$ cat src/hw/rtl/lhrb_pkg.sv
`default_nettype none

package lhrb_pkg;

	// command codes
	localparam logic [1:0] CMD_PUSH    = 2'd0;
	localparam logic [1:0] CMD_READ    = 2'd1;
	localparam logic [1:0] CMD_DISCARD = 2'd2;

	localparam logic [7:0] NEWLINE_BYTE = 8'h0A;

	typedef struct packed {
		logic [1:0] cmd;
		logic [7:0] data_byte;
		logic [5:0] line_limit;
		logic [4:0] line_pos;
		logic [6:0] byte_pos;
	} item_t;

	typedef struct packed {
		logic [5:0] lines_available;
		logic [7:0] read_byte;
		logic       byte_valid;
	} res_t;

	typedef enum logic [1:0] {
		ST_IDLE,
		ST_COPY,
		ST_RESULT
	} state_t;

	// controller to datapath
	typedef struct packed {
		logic accept;
		logic copy_step;
		logic commit;
		logic load_out;
	} ctl_cmd_t;

	// datapath to controller
	typedef struct packed {
		logic is_newline;
		logic copy_done;
		logic out_busy;
	} dp_status_t;

endpackage

`default_nettype wire

$ cat src/hw/rtl/lhrb_ctrl.sv
`default_nettype none

module lhrb_ctrl
	import lhrb_pkg::*;
(
	input  wire logic       clk,
	input  wire logic       arst_n,
	input  wire logic       item_valid,
	output logic            item_stall,
	input  wire dp_status_t status,
	output ctl_cmd_t        cmd
);

	state_t state_q, state_d;

	// state register
	always_ff @(posedge clk or negedge arst_n) begin
		if (!arst_n) begin
			state_q <= ST_IDLE;
		end else begin
			state_q <= state_d;
		end
	end

	// next state and commands
	always_comb begin
		state_d       = state_q;
		cmd           = '0;
		item_stall    = 1'b1;
		case (state_q)
			ST_IDLE: begin
				item_stall = 1'b0;
				if (item_valid) begin
					cmd.accept = 1'b1;
					state_d    = status.is_newline ? ST_COPY : ST_RESULT;
				end
			end
			ST_COPY: begin
				if (status.copy_done) begin
					cmd.commit = 1'b1;
					state_d    = ST_RESULT;
				end else begin
					cmd.copy_step = 1'b1;
				end
			end
			ST_RESULT: begin
				if (!status.out_busy) begin
					cmd.load_out = 1'b1;
					state_d      = ST_IDLE;
				end
			end
			default: begin
				state_d = ST_IDLE;
			end
		endcase
	end

endmodule

`default_nettype wire

$ cat config.mk
export PLATFORM = sky130hd
export DESIGN_NAME = lhrb_ctrl
export DESIGN_NICKNAME = d
export VERILOG_FILES = /design/src/hw/rtl/lhrb_pkg.sv /design/src/hw/rtl/lhrb_ctrl.sv
export SDC_FILE = /design/constraint.sdc
export NUM_CORES = 1
export LEC_CHECK = 0
export BUFFER_PORTS_ARGS = -buffer_cell sky130_fd_sc_hd__buf_4
export CAP_MARGIN = 10
export CORE_AREA = 2 2 39 41
export CTS_CLUSTER_DIAMETER = 30
export DETAILED_ROUTE_END_ITERATION = 10
export DIE_AREA = 0 0 41 43
export SYNTH_ARGS = -nofsm -noshare
export SYNTH_HDL_FRONTEND = slang
export SYNTH_SLANG_ARGS = --single-unit
$ cat constraint.sdc
create_clock -name clk -period 1.4 [get_ports clk]
set_clock_uncertainty 0.2 [all_clocks]
set_input_delay 0.14 -clock clk [delete_from_list [all_inputs] [get_ports clk]]
set_output_delay 0.14 -clock clk [all_outputs]
set_load 0.02 [all_outputs]
## Word-level counts from Yosys, hierarchy flattened

Cells that the tools add are included.

- Mux-type cells: 13
- Equality and inequality tests: 5
- Reductions and logical operators: 2

Operators with widths:

| cell | count |
|---|---|
| $mux 2 | 5 |
| $mux 1 | 7 |
| $ne 2x2->1 const B | 3 |
| $pmux 2 s3 | 1 |
| $reduce_and 3->1 | 1 |
| $eq 2x1->1 const B | 1 |
| $eq 2x2->1 const B | 1 |
| $logic_not 2->1 | 1 |

- Bits in registers: 2
- Input port bits: 6
- Output and inout port bits: 5
- Word-level logic and storage cells: 21

## Longest topological paths before layout

- Depth after elaboration: 3
- Mapped depth: 2

## Least setup slack after synthesis

OpenSTA, ideal clock, no wires.

- Path type: register to output
- From: reg state_q[1]
- To: out cmd[3] (netlist name)
- Buffers on the path: 0
- Data required time: 1,060 ps
- Cell stages (with the launch flop): 3
- Arrival time: 1,074 ps
- Path slack: -14 ps
- Cells stage by stage: dfrtp_1 or2_2 nor2_1

RTL lines:

| what | RTL line | source |
|---|---|---|
| start: declaration | lhrb_ctrl.sv:14 | `state_t state_q, state_d;` |
| start signal: assignment | lhrb_ctrl.sv:21 | `state_q <= state_d;` |
| end: declaration | lhrb_ctrl.sv:11 | `output ctl_cmd_t cmd` |

==> flow_summary.json <==
{
  "cp-start-kind": "flip-flop",
  "critPathKind": "flip-flop to output pin",
  "final_area_um2": 357.8,
  "clockBufferDepth": 2,
  "area_growth_pct": 175.0,
  "clock_latency_ns": 0.22,
  "ys_seq_area_share_pct": 38.46,
  "drt_pass1_iterations": 4,
  "required_ns": 1.06,
  "routedWlPerCell_um": 9.078,
  "io-pin-count": 11,
  "num_vias": 174,
  "pre_cts_ws_ns": 0.09756,
  "gp_congestion": 0.5705,
  "overflow": 0,
  "largest_reg_flops": 2,
  "hold_violations": 0,
  "largestRegisters": "state_q: 2 flops",
  "place_area_um2": 227.7,
  "core_um2": 1384,
  "rsz0062_at_grt": "true",
  "outcome": "complete, but fails checks",
  "synth_cells": 14,
  "routed_wirelength_um": 463,
  "track_usage_pct": 7.422,
  "die_area_um2": 1763,
  "timing.final.ws_setup_ns": -0.02983,
  "first_global_vias": 177,
  "numCtsBuffers": 3,
  "regMostFlops": "state_q",
  "slew_violations": 0,
  "max_slew_margin_pct": 84.47,
  "row_count": 14,
  "drt_iter0_markers": 8,
  "power_density_nw_per_um2": 1431,
  "clkTransAtPathRegs_ns": 0.03,
  "syn-num-nets": 20,
  "setup_viol": 3,
  "leakagePower_uw": 0.0001743,
  "vias_per_cell": 3.412,
  "violations": "setup timing",
  "synth-seq-cells": 2,
  "end_kind": "output pin",
  "fin_crit_sh_pct": 102.1,
  "drtAntennaViolNets": 0,
  "crit_path_max_fanout": 5,
  "final_common_cell": "buf_4",
  "ctsHtreeMaxLevel": 1,
  "worstPathArrival_ns": 1.09,
  "tightest_slew_ns": 0.2296,
  "drive_gt1_share_pct": 62.86,
  "portBuffers": 10,
  "die_h_um": 43,
  "start_util_pct": 9.403,
  "nNetsFinal": 43,
  "synth_area_um2": 130.1,
  "synth_cell_type_count": 11,
  "vdd_drop_max_v": 0.0003085,
  "grt_antenna_before_repair": 0,
  "die_width_um": 41,
  "layout_common_cells": "9 x buf_4, 5 x buf_6, 4 x dlygate4sd3_1, 3 x clkbuf_4",
  "syn_area_per_cell_um2": 9.295,
  "hold_class": "input pin to asynchronous set/reset pin",
  "root_buffer": "clkbuf_4",
  "fin_crit_ns": 1.430,
  "clkSinkCount": 2,
  "cts_tree": "done",
  "grt_pass1_wl_um": 724,
  "yosysWarnings": 0,
  "grt_start_max_net_pins": 6,
  "drc": 0,
  "antenna_cells": 0,
  "cap_violations": 0,
  "fmax_ghz": 0.6994
}
[critical path: stages (launching register included)]
cell and delay [ns]:
dfrtp_1 0.38, buf_6 0.13, and3b_2 0.24, buf_6 0.12
[power breakdown]
part,switching [uW],internal [uW],leakage (uW),total (uW)
Sequential,13.1,75.3,0.0000258,88.4
Clock,32.5,94.6,0.0000138,127
Combinational,123,174,0.000135,297
Total,168,344,0.000174,512
[timing repair]
action	CTS	global route
setup buffers	4	0
hold endpoints to repair	3	0
endpoints found under the setup margin	2	6
hold buffers	4	0
gates resized for setup	7	3
pin swaps	3	5
[cell usage after synthesis]
| cell type | count | area (um^2) |
|---|---|---|
| nor3b_1 | 2 | 15.01 |
| nor4b_1 | 1 | 8.760 |
| inv_1 | 1 | 3.750 |
| dfrtp_1 | 2 | 50.05 |
| or3_1 | 1 | 6.260 |
| nand3b_1 | 1 | 7.510 |
| nor2_1 | 1 | 3.750 |
| nand2b_1 | 1 | 6.260 |
| or2_2 | 1 | 6.260 |
| and3b_1 | 2 | 17.52 |
| a21oi_1 | 1 | 5.000 |
[worst paths after layout]
check                                 from          to  slack [ns]  depth (start not counted)
worst max register to register  state_q[0]  state_q[1]       -0.01                          3
min in group clk                 status[0]  state_q[1]        0.06                          3
worst min-delay path                arst_n  state_q[0]        0.04                          2
worst min register to register  state_q[1]  state_q[0]        0.45                          3
worst max-delay path            state_q[1]      cmd[1]       -0.03                          3
max in group asynchronous           arst_n  state_q[1]        0.88                          2
[metrics by stage]
stage	power, uW	hold slack (ns)	util [%]	setup TNS [ns]	instances
2_1_floorplan	195.6	-0.3556	-	0	14
3_3_place_gp	268.1	-0.2760	16.46	0	40
3_5_place_dp	268.2	-0.2752	16.46	0	40
4_1_cts	504.9	0.02359	25.23	-0.06800	51
5_1_grt	554.3	0.04153	25.86	-0.3003	51
6_report	511.9	0.03525	25.86	-0.05824	51
[logic make-up (layout without fill, tap and decap cells)]
family                 count (synthesis)  count (layout)  synth area share, %
buffers and inverters                  1              22                2.882
AO/OA/AOI/OAI                          1               1                3.842
AND/OR/NAND/NOR                       10              10                54.82
flip-flops                             2               2                38.46
[cell type report]
| type | count | area, um^2 |
|---|---|---|
| Tap cell | 16 | 20.02 |
| Multi-Input combinational cell | 11 | 97.59 |
| Clock buffer | 3 | 22.52 |
| Fill cell | 152 | 1026 |
| Timing Repair Buffer | 18 | 163.9 |
| Inverter | 1 | 3.754 |
| Sequential cell | 2 | 50.05 |
[layer usage]
| metal | share of wire [%] | track usage, % | wire length [um] |
|---|---|---|---|
| met3 | 7.6 | 4.712 | 35 |
| met2 | 46 | 7.500 | 211 |
| met1 | 47 | 7.372 | 216 |
| met5 | 0 | 0 | 0 |
| met4 | 0 | 12.00 | 0 |
Power figures use the tool's default switching activity.
